===== src/hw/rtl/pt64_pkg.sv =====
`timescale 1ns / 1ps
`default_nettype none
// ----------------------------------------------------------------------------
// pt64_pkg
// Shared widths, small-prime table and mul-mod handshake type.
// ----------------------------------------------------------------------------
package pt64_pkg;

    localparam int CAND_W    = 64;
    localparam int PRIME_CNT = 12;
    localparam int PIDX_W    = 4;
    localparam int REM_W     = 6;
    localparam int BCNT_W    = 7;   // holds CAND_W itself

    typedef struct packed {
        logic busy;
        logic done;
    } mm_status_t;

    function automatic logic [REM_W-1:0] small_prime(input logic [PIDX_W-1:0] idx);
        logic [REM_W-1:0] p;
        case (idx)
            4'd0:    p = 6'd2;
            4'd1:    p = 6'd3;
            4'd2:    p = 6'd5;
            4'd3:    p = 6'd7;
            4'd4:    p = 6'd11;
            4'd5:    p = 6'd13;
            4'd6:    p = 6'd17;
            4'd7:    p = 6'd19;
            4'd8:    p = 6'd23;
            4'd9:    p = 6'd29;
            4'd10:   p = 6'd31;
            4'd11:   p = 6'd37;
            default: p = 6'd2;
        endcase
        return p;
    endfunction

endpackage
`default_nettype wire


===== src/hw/rtl/pt64_mulmod.sv =====
`timescale 1ns / 1ps
`default_nettype none
// ----------------------------------------------------------------------------
// pt64_mulmod
// Bit-serial (x * y) mod n, multiplier MSB first, a double then a conditional add per bit.
// ----------------------------------------------------------------------------
module pt64_mulmod
    import pt64_pkg::*;
(
    input  wire logic              aclk,
    input  wire logic              aresetn,
    input  wire logic              start,
    input  wire logic [CAND_W-1:0] op_x,
    input  wire logic [CAND_W-1:0] op_y,
    input  wire logic [CAND_W-1:0] modulus,
    output mm_status_t             status,
    output logic      [CAND_W-1:0] product
);

    logic [CAND_W-1:0] acc_reg, acc_next;
    logic [CAND_W-1:0] x_reg, x_next;
    logic [CAND_W-1:0] y_reg, y_next;
    logic [BCNT_W-1:0] cnt_reg, cnt_next;
    logic              phase_reg, phase_next;
    logic              busy_reg, busy_next;
    logic              done_reg, done_next;
    logic [CAND_W:0]   sum;

    always_comb begin
        acc_next   = acc_reg;
        x_next     = x_reg;
        y_next     = y_reg;
        cnt_next   = cnt_reg;
        phase_next = phase_reg;
        busy_next  = busy_reg;
        done_next  = 1'b0;
        sum        = '0;
        if (start) begin
            acc_next   = '0;
            x_next     = op_x;
            y_next     = op_y;
            cnt_next   = BCNT_W'(CAND_W);
            phase_next = 1'b0;
            busy_next  = 1'b1;
        end else if (busy_reg) begin
            if (!phase_reg) begin
                // double
                sum        = {acc_reg, 1'b0};
                acc_next   = (sum >= {1'b0, modulus}) ? CAND_W'(sum - {1'b0, modulus})
                                                      : sum[CAND_W-1:0];
                phase_next = 1'b1;
            end else begin
                // conditional add of x
                sum = {1'b0, acc_reg} + {1'b0, x_reg};
                if (y_reg[CAND_W-1]) begin
                    acc_next = (sum >= {1'b0, modulus}) ? CAND_W'(sum - {1'b0, modulus})
                                                        : sum[CAND_W-1:0];
                end
                y_next     = {y_reg[CAND_W-2:0], 1'b0};
                cnt_next   = cnt_reg - BCNT_W'(1);
                phase_next = 1'b0;
                if (cnt_reg == BCNT_W'(1)) begin
                    busy_next = 1'b0;
                    done_next = 1'b1;
                end
            end
        end
    end

    always_ff @(posedge aclk) begin
        acc_reg   <= acc_next;
        x_reg     <= x_next;
        y_reg     <= y_next;
        cnt_reg   <= cnt_next;
        phase_reg <= phase_next;
        if (!aresetn) begin
            busy_reg <= 1'b0;
            done_reg <= 1'b0;
        end else begin
            busy_reg <= busy_next;
            done_reg <= done_next;
        end
    end

    assign status.busy = busy_reg;
    assign status.done = done_reg;
    assign product     = acc_reg;

endmodule
`default_nettype wire


===== src/hw/rtl/primality_test_64bit_top.sv =====
`timescale 1ns / 1ps
`default_nettype none
// ----------------------------------------------------------------------------
// primality_test_64bit_top
// Deterministic 64-bit Miller-Rabin primality test, bases 2..37.
// ----------------------------------------------------------------------------
// One request carries a 64-bit candidate; one result carries prime_flag.
// The candidate is shifted in one bit per cycle while twelve small
// remainders mod 2..37 are updated in parallel; a hit settles the answer
// at once. Otherwise n-1 is split into d*2^s one bit per cycle and each of
// twelve bases runs square-and-multiply on a single shared bit-serial
// mod-multiplier that doubles and then conditionally adds for each
// multiplier bit. A full test of a prime needs up to about 127 products
// per base. One candidate is worked on at a time; the result sits in an
// output register, so a new request is taken while the old result waits.
// ----------------------------------------------------------------------------
module primality_test_64bit_top
    import pt64_pkg::*;
(
    input  wire logic              aclk,
    input  wire logic              aresetn,
    input  wire logic              s_valid,
    output logic                   s_ready,
    input  wire logic [CAND_W-1:0] s_candidate,
    output logic                   m_valid,
    input  wire logic              m_ready,
    output logic                   m_prime_flag
);

    typedef enum logic [3:0] {
        S_IDLE, S_DIV, S_DIVCHK, S_SHIFT, S_BASE, S_POW, S_WAIT_A, S_WAIT_B,
        S_CHECK, S_LOOP, S_LOOP_WAIT, S_NEXT, S_DONE
    } state_t;

    state_t            state_reg, state_next;
    logic [CAND_W-1:0] n_reg, n_next;
    logic [CAND_W-1:0] nm1_reg, nm1_next;
    logic [CAND_W-1:0] sh_reg, sh_next;     // candidate shift line, then d
    logic [CAND_W-1:0] e_reg, e_next;
    logic [CAND_W-1:0] acc_reg, acc_next;
    logic [CAND_W-1:0] b_reg, b_next;
    logic [BCNT_W-1:0] cnt_reg, cnt_next;
    logic [BCNT_W-1:0] s_reg, s_next;
    logic [BCNT_W-1:0] k_reg, k_next;
    logic [PIDX_W-1:0] base_reg, base_next;
    logic [REM_W-1:0]  rem_reg [PRIME_CNT];
    logic [REM_W-1:0]  rem_next [PRIME_CNT];
    logic              res_reg, res_next;
    logic              m_valid_reg, m_valid_next;
    logic              m_flag_reg, m_flag_next;

    logic              mm_start;
    logic [CAND_W-1:0] mm_x, mm_y, mm_prod;
    mm_status_t        mm_status;

    logic              hit;
    logic              hit_eq;
    logic [REM_W:0]    rem_tmp [PRIME_CNT];

    pt64_mulmod u_mulmod (
        .aclk    (aclk),
        .aresetn (aresetn),
        .start   (mm_start),
        .op_x    (mm_x),
        .op_y    (mm_y),
        .modulus (n_reg),
        .status  (mm_status),
        .product (mm_prod)
    );

    // Running remainders mod each small prime, one candidate bit per cycle.
    always_comb begin
        for (int i = 0; i < PRIME_CNT; i++) begin
            rem_tmp[i]  = {rem_reg[i], sh_reg[CAND_W-1]};
            rem_next[i] = (rem_tmp[i] >= {1'b0, small_prime(PIDX_W'(i))})
                        ? REM_W'(rem_tmp[i] - {1'b0, small_prime(PIDX_W'(i))})
                        : rem_tmp[i][REM_W-1:0];
        end
    end

    // First small prime that divides n, and whether n is that prime.
    always_comb begin
        hit    = 1'b0;
        hit_eq = 1'b0;
        for (int i = PRIME_CNT - 1; i >= 0; i--) begin
            if (rem_reg[i] == '0) begin
                hit    = 1'b1;
                hit_eq = (n_reg == {{(CAND_W-REM_W){1'b0}}, small_prime(PIDX_W'(i))});
            end
        end
    end

    // Multiplier operand select.
    always_comb begin
        mm_x = b_reg;
        mm_y = b_reg;
        if (state_reg == S_POW && e_reg[0]) begin
            mm_x = acc_reg;
        end else if (state_reg == S_LOOP) begin
            mm_x = acc_reg;
            mm_y = acc_reg;
        end
    end

    always_comb begin
        state_next   = state_reg;
        n_next       = n_reg;
        nm1_next     = nm1_reg;
        sh_next      = sh_reg;
        e_next       = e_reg;
        acc_next     = acc_reg;
        b_next       = b_reg;
        cnt_next     = cnt_reg;
        s_next       = s_reg;
        k_next       = k_reg;
        base_next    = base_reg;
        res_next     = res_reg;
        m_valid_next = m_valid_reg && !m_ready;
        m_flag_next  = m_flag_reg;
        mm_start     = 1'b0;

        case (state_reg)
            S_IDLE: begin
                if (s_valid) begin
                    n_next     = s_candidate;
                    sh_next    = s_candidate;
                    cnt_next   = BCNT_W'(CAND_W);
                    state_next = S_DIV;
                end
            end
            S_DIV: begin
                sh_next  = {sh_reg[CAND_W-2:0], 1'b0};
                cnt_next = cnt_reg - BCNT_W'(1);
                if (cnt_reg == BCNT_W'(1)) begin
                    state_next = S_DIVCHK;
                end
            end
            S_DIVCHK: begin
                nm1_next = n_reg - CAND_W'(1);
                sh_next  = n_reg - CAND_W'(1);
                s_next   = '0;
                if (n_reg < CAND_W'(2)) begin
                    res_next   = 1'b0;
                    state_next = S_DONE;
                end else if (hit) begin
                    res_next   = hit_eq;
                    state_next = S_DONE;
                end else begin
                    state_next = S_SHIFT;
                end
            end
            S_SHIFT: begin
                if (!sh_reg[0]) begin
                    sh_next = {1'b0, sh_reg[CAND_W-1:1]};
                    s_next  = s_reg + BCNT_W'(1);
                end else begin
                    base_next  = '0;
                    state_next = S_BASE;
                end
            end
            S_BASE: begin
                acc_next   = CAND_W'(1);
                b_next     = {{(CAND_W-REM_W){1'b0}}, small_prime(base_reg)};
                e_next     = sh_reg;
                state_next = S_POW;
            end
            S_POW: begin
                if (e_reg == '0) begin
                    state_next = S_CHECK;
                end else begin
                    mm_start   = 1'b1;
                    state_next = e_reg[0] ? S_WAIT_A : S_WAIT_B;
                end
            end
            S_WAIT_A: begin
                if (mm_status.done) begin
                    acc_next   = mm_prod;
                    mm_start   = 1'b1;          // b*b
                    state_next = S_WAIT_B;
                end
            end
            S_WAIT_B: begin
                if (mm_status.done) begin
                    b_next     = mm_prod;
                    e_next     = {1'b0, e_reg[CAND_W-1:1]};
                    state_next = S_POW;
                end
            end
            S_CHECK: begin
                if (acc_reg == CAND_W'(1) || acc_reg == nm1_reg) begin
                    state_next = S_NEXT;
                end else begin
                    k_next     = BCNT_W'(1);
                    state_next = S_LOOP;
                end
            end
            S_LOOP: begin
                if (k_reg >= s_reg) begin
                    res_next   = 1'b0;          // witness found
                    state_next = S_DONE;
                end else begin
                    mm_start   = 1'b1;
                    state_next = S_LOOP_WAIT;
                end
            end
            S_LOOP_WAIT: begin
                if (mm_status.done) begin
                    acc_next = mm_prod;
                    if (mm_prod == nm1_reg) begin
                        state_next = S_NEXT;
                    end else begin
                        k_next     = k_reg + BCNT_W'(1);
                        state_next = S_LOOP;
                    end
                end
            end
            S_NEXT: begin
                if (base_reg == PIDX_W'(PRIME_CNT - 1)) begin
                    res_next   = 1'b1;
                    state_next = S_DONE;
                end else begin
                    base_next  = base_reg + PIDX_W'(1);
                    state_next = S_BASE;
                end
            end
            S_DONE: begin
                // wait for the output register to free up
                if (!m_valid_reg || m_ready) begin
                    m_valid_next = 1'b1;
                    m_flag_next  = res_reg;
                    state_next   = S_IDLE;
                end
            end
            default: begin
                state_next = S_IDLE;
            end
        endcase
    end

    always_ff @(posedge aclk) begin
        n_reg      <= n_next;
        nm1_reg    <= nm1_next;
        sh_reg     <= sh_next;
        e_reg      <= e_next;
        acc_reg    <= acc_next;
        b_reg      <= b_next;
        cnt_reg    <= cnt_next;
        s_reg      <= s_next;
        k_reg      <= k_next;
        base_reg   <= base_next;
        res_reg    <= res_next;
        m_flag_reg <= m_flag_next;
        for (int i = 0; i < PRIME_CNT; i++) begin
            if (state_reg == S_IDLE) begin
                rem_reg[i] <= '0;
            end else if (state_reg == S_DIV) begin
                rem_reg[i] <= rem_next[i];
            end
        end
        if (!aresetn) begin
            state_reg   <= S_IDLE;
            m_valid_reg <= 1'b0;
        end else begin
            state_reg   <= state_next;
            m_valid_reg <= m_valid_next;
        end
    end

    assign s_ready      = (state_reg == S_IDLE);
    assign m_valid      = m_valid_reg;
    assign m_prime_flag = m_flag_reg;

endmodule
`default_nettype wire


===== config.mk =====
export PLATFORM = sky130hd
export DESIGN_NAME = primality_test_64bit_top
export DESIGN_NICKNAME = d
export VERILOG_FILES = /design/src/hw/rtl/pt64_pkg.sv /design/src/hw/rtl/pt64_mulmod.sv /design/src/hw/rtl/primality_test_64bit_top.sv
export SDC_FILE = /design/constraint.sdc
export NUM_CORES = 2
export LEC_CHECK = 0
export BUFFER_PORTS_ARGS = -buffer_cell sky130_fd_sc_hd__buf_2
export CAP_MARGIN = 20
export CORE_MARGIN = 8
export CORE_UTILIZATION = 35
export CTS_CLUSTER_DIAMETER = 50
export DETAILED_ROUTE_END_ITERATION = 10
export PLACE_DENSITY_LB_ADDON = 0.15
export SLEW_MARGIN = 20
export SYNTH_ARGS = -nofsm -noshare
export SYNTH_HDL_FRONTEND = slang
export SYNTH_SLANG_ARGS = --single-unit

===== constraint.sdc =====
create_clock -name aclk -period 7.7 [get_ports aclk]
set_input_delay 0.385 -clock aclk [delete_from_list [all_inputs] [get_ports aclk]]
set_output_delay 0.385 -clock aclk [all_outputs]
set_load 0.02 [all_outputs]

; Yosys cells after proc, flatten, opt, wreduce, memory -nomap -nowiden
; Memories as Yosys holds them, arrays and structs flattened. A register that Yosys moved wholly into a read port is not among the register bits.
; Index checks and enable logic that the tools add are counted.
; Widths: inputs -> output; s select.
[totals]
ram_bits = 72
memories = 2
rom_bits = 96
inputBits = 68
reg_bits = 618
latchBits = 0
[classes]
muxes = 128
add_sub_neg = 21
div_mod_pow = 0
eq_ne = 46
n_reduce_logical = 47
n_lt_le_gt_ge = 16
bitwise = 15
multipliers = 0
n_shift = 0
[mem_list]
columns = memory, words, width, read_ports, rd_ports_with_merged_regs, write_ports, line_no
row1 = (no name shown), 16, 6, 1, 1, 0, pt64_pkg.sv:22  ; case (idx)
row2 = rem_reg, 12, 6, 12, 0, 12, primality_test_64bit_top.sv:46  ; logic [REM_W-1:0] rem_reg [PRIME_CNT];
[ops]
columns = op, n
row1 = $mux 64, 14
row2 = $eq 64x6->1, 12
row3 = $pmux 64 s2, 3
row4 = $pmux 64 s4, 1
row5 = $mux 6, 36
row6 = $ge 65x64->1, 2
row7 = $eq 64x64->1, 2
row8 = $sub 64x64->64, 2
row9 = $logic_not 6->1, 12
row10 = $add 64x64->65, 1
row11 = $eq 64x1->1 const B, 1
row12 = $logic_not 64->1, 1
row13 = $lt 64x2->1 const B, 1
row14 = $sub 64x1->64 const B, 1
row15 = $mux 4, 14
row16 = $pmux 4 s13, 1
row17 = $mux 1, 45
row18 = $pmux 7 s2, 3
row19 = $ge 7x5->1 const B, 5
row20 = $mux 7, 5
row21 = $sub 6x5->6 const B, 5
row22 = $eq 4x4->1 const B, 6
row23 = $reduce_and 2->1, 10
row24 = $ne 2x2->1 const B, 9
row25 = 36 further kinds, 81

; Longest topological paths before layout
; An unclocked memory read counts as a cell.
[depth]
word_depth = 19
mapped_depth = 26

; By module
; From an unflattened synthesis, not the netlist that was laid out.
[hier_totals]
hier_cells = 4665
hier_area_um2 = 46283.1
[by_module_without_submodules]
columns = mod, area_per_inst_um2, cells_per_inst, n_inst, seq_area_each_um2
row1 = primality_test_64bit_top, 25971.2, 2154, 1, 14724.1
row2 = pt64_mulmod, 20312.0, 2511, 1, 5325.1

; Least setup slack after synthesis
; Ideal clock, no wire load.
[synth_path]
path_kind = flip-flop to flip-flop
from = register state_reg[1]
to = register b_reg[0], enable pin
t_arrival_ns = 7.397
path_stages_with_launch = 6
setup_ns = 0.657
t_required_ns = 7.043
path_buffers = 3
path_slack_ns = -0.354
path_cell_list = dfxtp_1 clkbuf_1 clkbuf_1 buf_1 nand3_1 a21oi_1
[synth_between]
elab_chain_cells = 3
word_cells_on_any_way = 5
cone_classes = 3 x eq/ne / 2 x reduce/logical
[synth_rtl]
columns = element, line_no
row1 = "start, declared", primality_test_64bit_top.sv:35  ; state_t state_reg, state_next;
row2 = "start signal, assigned", primality_test_64bit_top.sv:264  ; state_reg <= state_next;
row3 = $eq 4x3->1, primality_test_64bit_top.sv:122  ; case (state_reg)
row4 = $ne 2x1->1 (no line) / $reduce_bool 2->1 (equally long branches), n/a
row5 = $reduce_and 2->1 (no line) *, n/a
row6 = "end signal, assigned", primality_test_64bit_top.sv:246  ; b_reg <= b_next;
row7 = "end, declared", primality_test_64bit_top.sv:41  ; logic [CAND_W-1:0] b_reg, b_next;
; Mark *: on every way between the ends. The rest lies on a longest branch, timed or not.
; A chain may end at the register's enable or synchronous reset.

; Worst setup path in the final report
[layout_path]
from = register u_mulmod.acc_reg[1] (netlist: u_mulmod.product[1])
to = register u_mulmod.acc_reg[43] (netlist: u_mulmod.product[43])
[layout_between]
elab_chain_cells = 5
word_cells_on_any_way = 9
cone_classes = 3 x add/sub / 2 x order compare / 4 x mux
[layout_rtl]
columns = element, line_no
row1 = "start, declared", pt64_mulmod.sv:20  ; logic [CAND_W-1:0] acc_reg, acc_next;
row2 = "start signal, assigned", pt64_mulmod.sv:71  ; acc_reg <= acc_next;
row3 = $add 64x64->65, pt64_mulmod.sv:54  ; sum = {1'b0, acc_reg} + {1'b0, x_reg};
row4 = $sub 64x64->64 / $ge 65x64->1 (equally long branches), pt64_mulmod.sv:56  ; acc_next = (sum >= {1'b0, modulus}) ? CAND_W'(sum - {1'b0, modulus})
row5 = $mux 64, pt64_mulmod.sv:56
row6 = $mux 64, pt64_mulmod.sv:55  ; if (y_reg[CAND_W-1]) begin
row7 = $mux 64 *, pt64_mulmod.sv:46  ; if (!phase_reg) begin
; Mark *: on every way between the ends. The rest lies on a longest branch, timed or not. The select of a mux whose other input is x is not followed.

==> impl_results.html <==
<table>
<tr><th>Metric</th><th>Value</th></tr>
<tr><th colspan="2">Run status</th></tr>
<tr><td>Status</td><td>completed</td></tr>
<tr><th colspan="2">Routing</th></tr>
<tr><td>Post-DRT Antenna Nets</td><td>0</td></tr>
<tr><td>Initial DRC count</td><td>between 3000 and 4000</td></tr>
<tr><td>Total via count in the routed design</td><td>38410</td></tr>
<tr><td>DRT Pass-1 Iters</td><td>6</td></tr>
<tr><td>Sum of routed wire length over all layers</td><td>177600 um</td></tr>
<tr><td>Routed vias/inst</td><td>roughly 5.7</td></tr>
<tr><td>Avg WL per Cell</td><td>~27 um</td></tr>
<tr><td>Post-route DRC</td><td>0</td></tr>
<tr><th colspan="2">STA</th></tr>
<tr><td>Worst relative slew slack</td><td>approximately 29%</td></tr>
<tr><td>Setup repair after global routing missed its margin</td><td>no</td></tr>
<tr><td>Transition time at the pin with the least slew margin</td><td>around 1.1 ns</td></tr>
<tr><td>Post-Route Setup TNS</td><td>0 ns</td></tr>
<tr><td>Final worst path period need</td><td>about 7.0 ns</td></tr>
<tr><td>Upper clock frequency limit</td><td>approximately 140 MHz</td></tr>
<tr><td>Number of slew-limit violations in the final report</td><td>0</td></tr>
<tr><td>Number of setup violations in the final report</td><td>0</td></tr>
<tr><td>Worst hold margin</td><td>a little over 0.07 ns</td></tr>
<tr><td>Final clock period utilization by the worst path</td><td>about nine tenths</td></tr>
<tr><td>Clock skew</td><td>0.04421 ns</td></tr>
<tr><td>Number of hold-slack violations in the final timing report</td><td>0</td></tr>
<tr><th colspan="2">Finish</th></tr>
<tr><td>Number of standard cells in the layout, taps in and fillers out</td><td>~6700</td></tr>
<tr><td>Proportion of layout cells with a drive suffix above 1</td><td>between 10 and 15%</td></tr>
<tr><td>Filler Cell Count</td><td>about 13000</td></tr>
<tr><td>Leading cell type in the layout, fill and taps excluded</td><td>sky130_fd_sc_hd__edfxtp_1</td></tr>
<tr><td>Layout Nets</td><td>about 5200</td></tr>
<tr><td>Leading cell types in the layout, fill and taps excluded</td><td>sky130_fd_sc_hd__edfxtp_1, sky130_fd_sc_hd__nand2_1, sky130_fd_sc_hd__a21oi_1</td></tr>
<tr><td>Number of flip-flops in the largest register</td><td>72</td></tr>
<tr><td>Area growth from synthesis to layout</td><td>14.10%</td></tr>
<tr><th colspan="2">Yosys</th></tr>
<tr><td>Post-synthesis adder-cell area fraction</td><td>6.421%</td></tr>
<tr><td>Share of synthesized cell area in and, or, nand and nor gates</td><td>roughly 16%</td></tr>
<tr><td>Number of distinct library cell variants in the gate-level netlist after synthesis</td><td>96</td></tr>
<tr><td>Post-synthesis cell area</td><td>0.04614 mm^2</td></tr>
<tr><td>Gate count after technology mapping</td><td>4763</td></tr>
<tr><td>Leading post-synthesis cells by cell area</td><td>sky130_fd_sc_hd__edfxtp_1, sky130_fd_sc_hd__ha_1, sky130_fd_sc_hd__a21oi_1, sky130_fd_sc_hd__xnor2_1, sky130_fd_sc_hd__xor2_1</td></tr>
<tr><td>Synthesized flop and latch total</td><td>approximately 700</td></tr>
<tr><td>Portion of netlist area occupied by mux cells</td><td>between 5 and 6%</td></tr>
<tr><td>Dominant combinational cell family by area after synthesis</td><td>compound AO/OA/AOI/OAI gates</td></tr>
<tr><td>Synthesis warning total</td><td>0</td></tr>
<tr><td>Net count after synthesis</td><td>~5100</td></tr>
<tr><td>Share of the synthesized area in the top cell type</td><td>between 30 and 40%</td></tr>
<tr><td>Post-synthesis xor/xnor area fraction</td><td>about 7.9%</td></tr>
<tr><td>Compound-Gate Fraction of Synth Area</td><td>approximately 18%</td></tr>
<tr><td>Leading area contributor after synthesis</td><td>sky130_fd_sc_hd__edfxtp_1</td></tr>
<tr><td>Number of synthesized flops with an enable pin</td><td>roughly 600</td></tr>
<tr><td>Portion of the post-synthesis area used by sequential elements</td><td>between 40% and 50%</td></tr>
<tr><td>Post-Syn Area per Cell</td><td>between 9 and 10 um^2</td></tr>
<tr><td>Most used DFF post-synth</td><td>sky130_fd_sc_hd__edfxtp_1</td></tr>
<tr><td>Async SR Flop Fraction</td><td>0%</td></tr>
<tr><th colspan="2">Worst setup path</th></tr>
<tr><td>Required time at the worst-slack endpoint</td><td>~8.3 ns</td></tr>
<tr><td>Type of destination of the critical path</td><td>flip-flop</td></tr>
<tr><td>Worst reg-to-reg path cell count</td><td>23</td></tr>
<tr><td>Worst Setup Path Type</td><td>flip-flop to flip-flop</td></tr>
<tr><td>Start point of the critical path</td><td>u_mulmod.product[1]$_SDFFE_PP0P_</td></tr>
<tr><td>Peak fanout along the critical path</td><td>18</td></tr>
<tr><td>CP Data Arrival Time</td><td>~7.6 ns</td></tr>
<tr><td>Critical register-to-register path startpoint</td><td>u_mulmod.product[1]$_SDFFE_PP0P_</td></tr>
<tr><td>Endpoint of the lowest-slack register-to-register path</td><td>u_mulmod.product[43]$_SDFFE_PP0P_</td></tr>
<tr><td>Type of origin of the critical path</td><td>flip-flop</td></tr>
<tr><td>Slack of the worst reg-to-reg path</td><td>0.66 ns</td></tr>
<tr><td>End point of the critical path</td><td>u_mulmod.product[43]$_SDFFE_PP0P_</td></tr>
<tr><th colspan="2">Clock tree</th></tr>
<tr><td>Clock transition at path regs</td><td>~0.06 ns</td></tr>
<tr><td>CTS Buf Count</td><td>97</td></tr>
<tr><td>Clock insertion delay at the later pin of the skew report</td><td>0.69 ns</td></tr>
<tr><td>CTS sink cnt</td><td>about 700</td></tr>
<tr><td>TritonCTS clock tree</td><td>done</td></tr>
<tr><td>Clock Root Buffer</td><td>sky130_fd_sc_hd__clkbuf_16</td></tr>
<tr><td>CTS resizes</td><td>0</td></tr>
<tr><td>Buffer levels on the longest clock path</td><td>3</td></tr>
<tr><td>H-tree depth reported by CTS</td><td>3</td></tr>
<tr><th colspan="2">Job</th></tr>
<tr><td>Max Cap Violations</td><td>0</td></tr>
<tr><th colspan="2">Global routing</th></tr>
<tr><td>Vias in the first global route</td><td>about 36000</td></tr>
<tr><td>GR Overflow Total</td><td>0</td></tr>
<tr><td>Pin count of the biggest net entering global routing</td><td>90</td></tr>
<tr><td>Initial antenna violation count</td><td>2</td></tr>
<tr><td>Global Route Usage Sum</td><td>23.90%</td></tr>
<tr><td>Wire length of the first global-routing pass</td><td>253800 um</td></tr>
<tr><th colspan="2">Floorplan</th></tr>
<tr><td>Initial cell density of the core</td><td>around a third</td></tr>
<tr><td>Boundary Pins</td><td>71</td></tr>
<tr><td>Row Count</td><td>133</td></tr>
<tr><td>Total die area</td><td>about 0.14 mm^2</td></tr>
<tr><td>Die Span X</td><td>roughly 380 um</td></tr>
<tr><td>Die Y-Extent</td><td>about 380 um</td></tr>
<tr><td>Core footprint</td><td>~0.13 mm^2</td></tr>
<tr><th colspan="2">Place</th></tr>
<tr><td>DPL Wire Length</td><td>between 100000 and 150000 um</td></tr>
<tr><td>Final GP Congestion</td><td>1.008</td></tr>
<tr><td>Buffers added on ports</td><td>70</td></tr>
<tr><td>Cell Count Post-Placement</td><td>around 6500</td></tr>
<tr><th colspan="2">Power and ir drop</th></tr>
<tr><td>Max VDD drop</td><td>between 200 and 250 uV</td></tr>
<tr><td>Power density over the cells</td><td>478.2 mW/mm^2</td></tr>
<tr><td>Leakage power</td><td>just under 20 nW</td></tr>
<tr><th colspan="2">Worst hold path</th></tr>
<tr><td>HP Class</td><td>input port to flip-flop</td></tr>
</table>
[Yosys cell counts, types with 67 or more instances]
| master | number |
|---|---|
| sky130_fd_sc_hd__nor4_1 | 102 |
| sky130_fd_sc_hd__edfxtp_1 | 611 |
| sky130_fd_sc_hd__nor2_1 | 358 |
| sky130_fd_sc_hd__nand4_1 | 79 |
| sky130_fd_sc_hd__o211ai_1 | 67 |
| sky130_fd_sc_hd__dfxtp_1 | 85 |
| sky130_fd_sc_hd__nand3_1 | 118 |
| sky130_fd_sc_hd__xnor2_1 | 208 |
| sky130_fd_sc_hd__a21o_1 | 114 |
| sky130_fd_sc_hd__mux2i_1 | 89 |
| sky130_fd_sc_hd__and2_1 | 136 |
| sky130_fd_sc_hd__o21ai_0 | 270 |
| sky130_fd_sc_hd__clkbuf_1 | 200 |
| sky130_fd_sc_hd__mux2_2 | 139 |
| sky130_fd_sc_hd__xor2_1 | 208 |
| sky130_fd_sc_hd__inv_1 | 161 |
| sky130_fd_sc_hd__a21oi_1 | 406 |
| sky130_fd_sc_hd__nand2_1 | 441 |
| sky130_fd_sc_hd__ha_1 | 232 |
| sky130_fd_sc_hd__nor3_1 | 87 |
[critical path, cell delays in order, from the launching register on]
cell and delay (ns):
sky130_fd_sc_hd__dfxtp_1 0.54, sky130_fd_sc_hd__ha_1 0.32, sky130_fd_sc_hd__a211oi_1 0.34, sky130_fd_sc_hd__o21bai_1 0.18, sky130_fd_sc_hd__o211ai_1 0.36, sky130_fd_sc_hd__o211ai_1 0.28
sky130_fd_sc_hd__a21oi_1 0.43, sky130_fd_sc_hd__o31ai_1 0.20, sky130_fd_sc_hd__nor2_1 0.34, sky130_fd_sc_hd__o21bai_1 0.14, sky130_fd_sc_hd__xor2_1 0.18, sky130_fd_sc_hd__ha_1 0.44
sky130_fd_sc_hd__nand4_1 0.18, sky130_fd_sc_hd__nor4_1 0.64, sky130_fd_sc_hd__and4_1 0.34, sky130_fd_sc_hd__nand3_1 0.08, sky130_fd_sc_hd__a211oi_1 0.25, sky130_fd_sc_hd__nor3_2 0.11
sky130_fd_sc_hd__o22ai_2 0.28, sky130_fd_sc_hd__or2_1 0.48, sky130_fd_sc_hd__buf_4 0.37, sky130_fd_sc_hd__nor2_1 0.07, sky130_fd_sc_hd__a211o_1 0.28, sky130_fd_sc_hd__a21oi_1 0.14
[metal layers]
metal / routed length [um] / share of wire [%] / up-vias / global-route usage, %
li1: - / - / 17920 / -
met1: 85200 / 48 / 18870 / 36.39
met2: 72590 / 41 / 1439 / 34.20
met3: 14260 / 8.0 / 191 / 3.982
met4: 5551 / 3.1 / 0 / 7.420
met5: 0 / 0 / - / 0
[through the flow]
step                power, W  util, %  cell area [um^2]  setup slack (ns)
floorplan            0.01566        -             46150             1.374
global placement     0.02041    37.19             48770            0.8505
detailed placement   0.02026    37.19             48770            0.6956
CTS                  0.02495    40.14             52640            0.6652
global route         0.02657    40.15             52650            0.3346
finish               0.02518    40.15             52650            0.6633
[repair_timing]
item,in CTS,in global routing
hold endpoints to repair,78,0
hold buffers,64,0
setup buffers,0,0
[cells by family after synthesis]
family | after synthesis
compound gates | 1271
xor+xnor | 416
fa+ha+maj | 235
buf+inv | 419
flops | 696
mux | 228
simple gates | 1498
[cell type report]
type | count | area (um^2) | share of cell area (%)
Multi-Input combinational cell | 3648 | 24610 | 46.75
Antenna cell | 3 | 7.507 | 0.01426
Timing Repair Buffer | 254 | 1942 | 3.688
Inverter | 162 | 611.8 | 1.162
Clock buffer | 111 | 2522 | 4.791
Sequential cell | 696 | 20050 | 38.08
Tap cell | 1755 | 2196 | 4.171
Clock inverter | 65 | 706.9 | 1.343
[report_power, final]
part,leakage [nW],internal [W],switching (W),total (W)
Sequential,6.43,0.00554,0.000982,0.00652
Combinational,11.6,0.00495,0.00916,0.0141
Clock,1.57,0.00271,0.00183,0.00455
[worst min path at each step]
stage,startpoint,endpoint,slack (ns),cells past startpoint
floorplan,res_reg$_DFFE_PP_,m_prime_flag$_DFFE_PP_,0.40,0
global placement,res_reg$_DFFE_PP_,m_prime_flag$_DFFE_PP_,0.45,0
detailed placement,res_reg$_DFFE_PP_,m_prime_flag$_DFFE_PP_,0.43,0
CTS,m_ready,m_valid$_SDFF_PN0_,0.004,3
global route,m_ready,m_valid$_SDFF_PN0_,0.05,3
finish,m_ready,m_valid$_SDFF_PN0_,0.07,3
No activity file was read; power rests on OpenSTA's default activity.
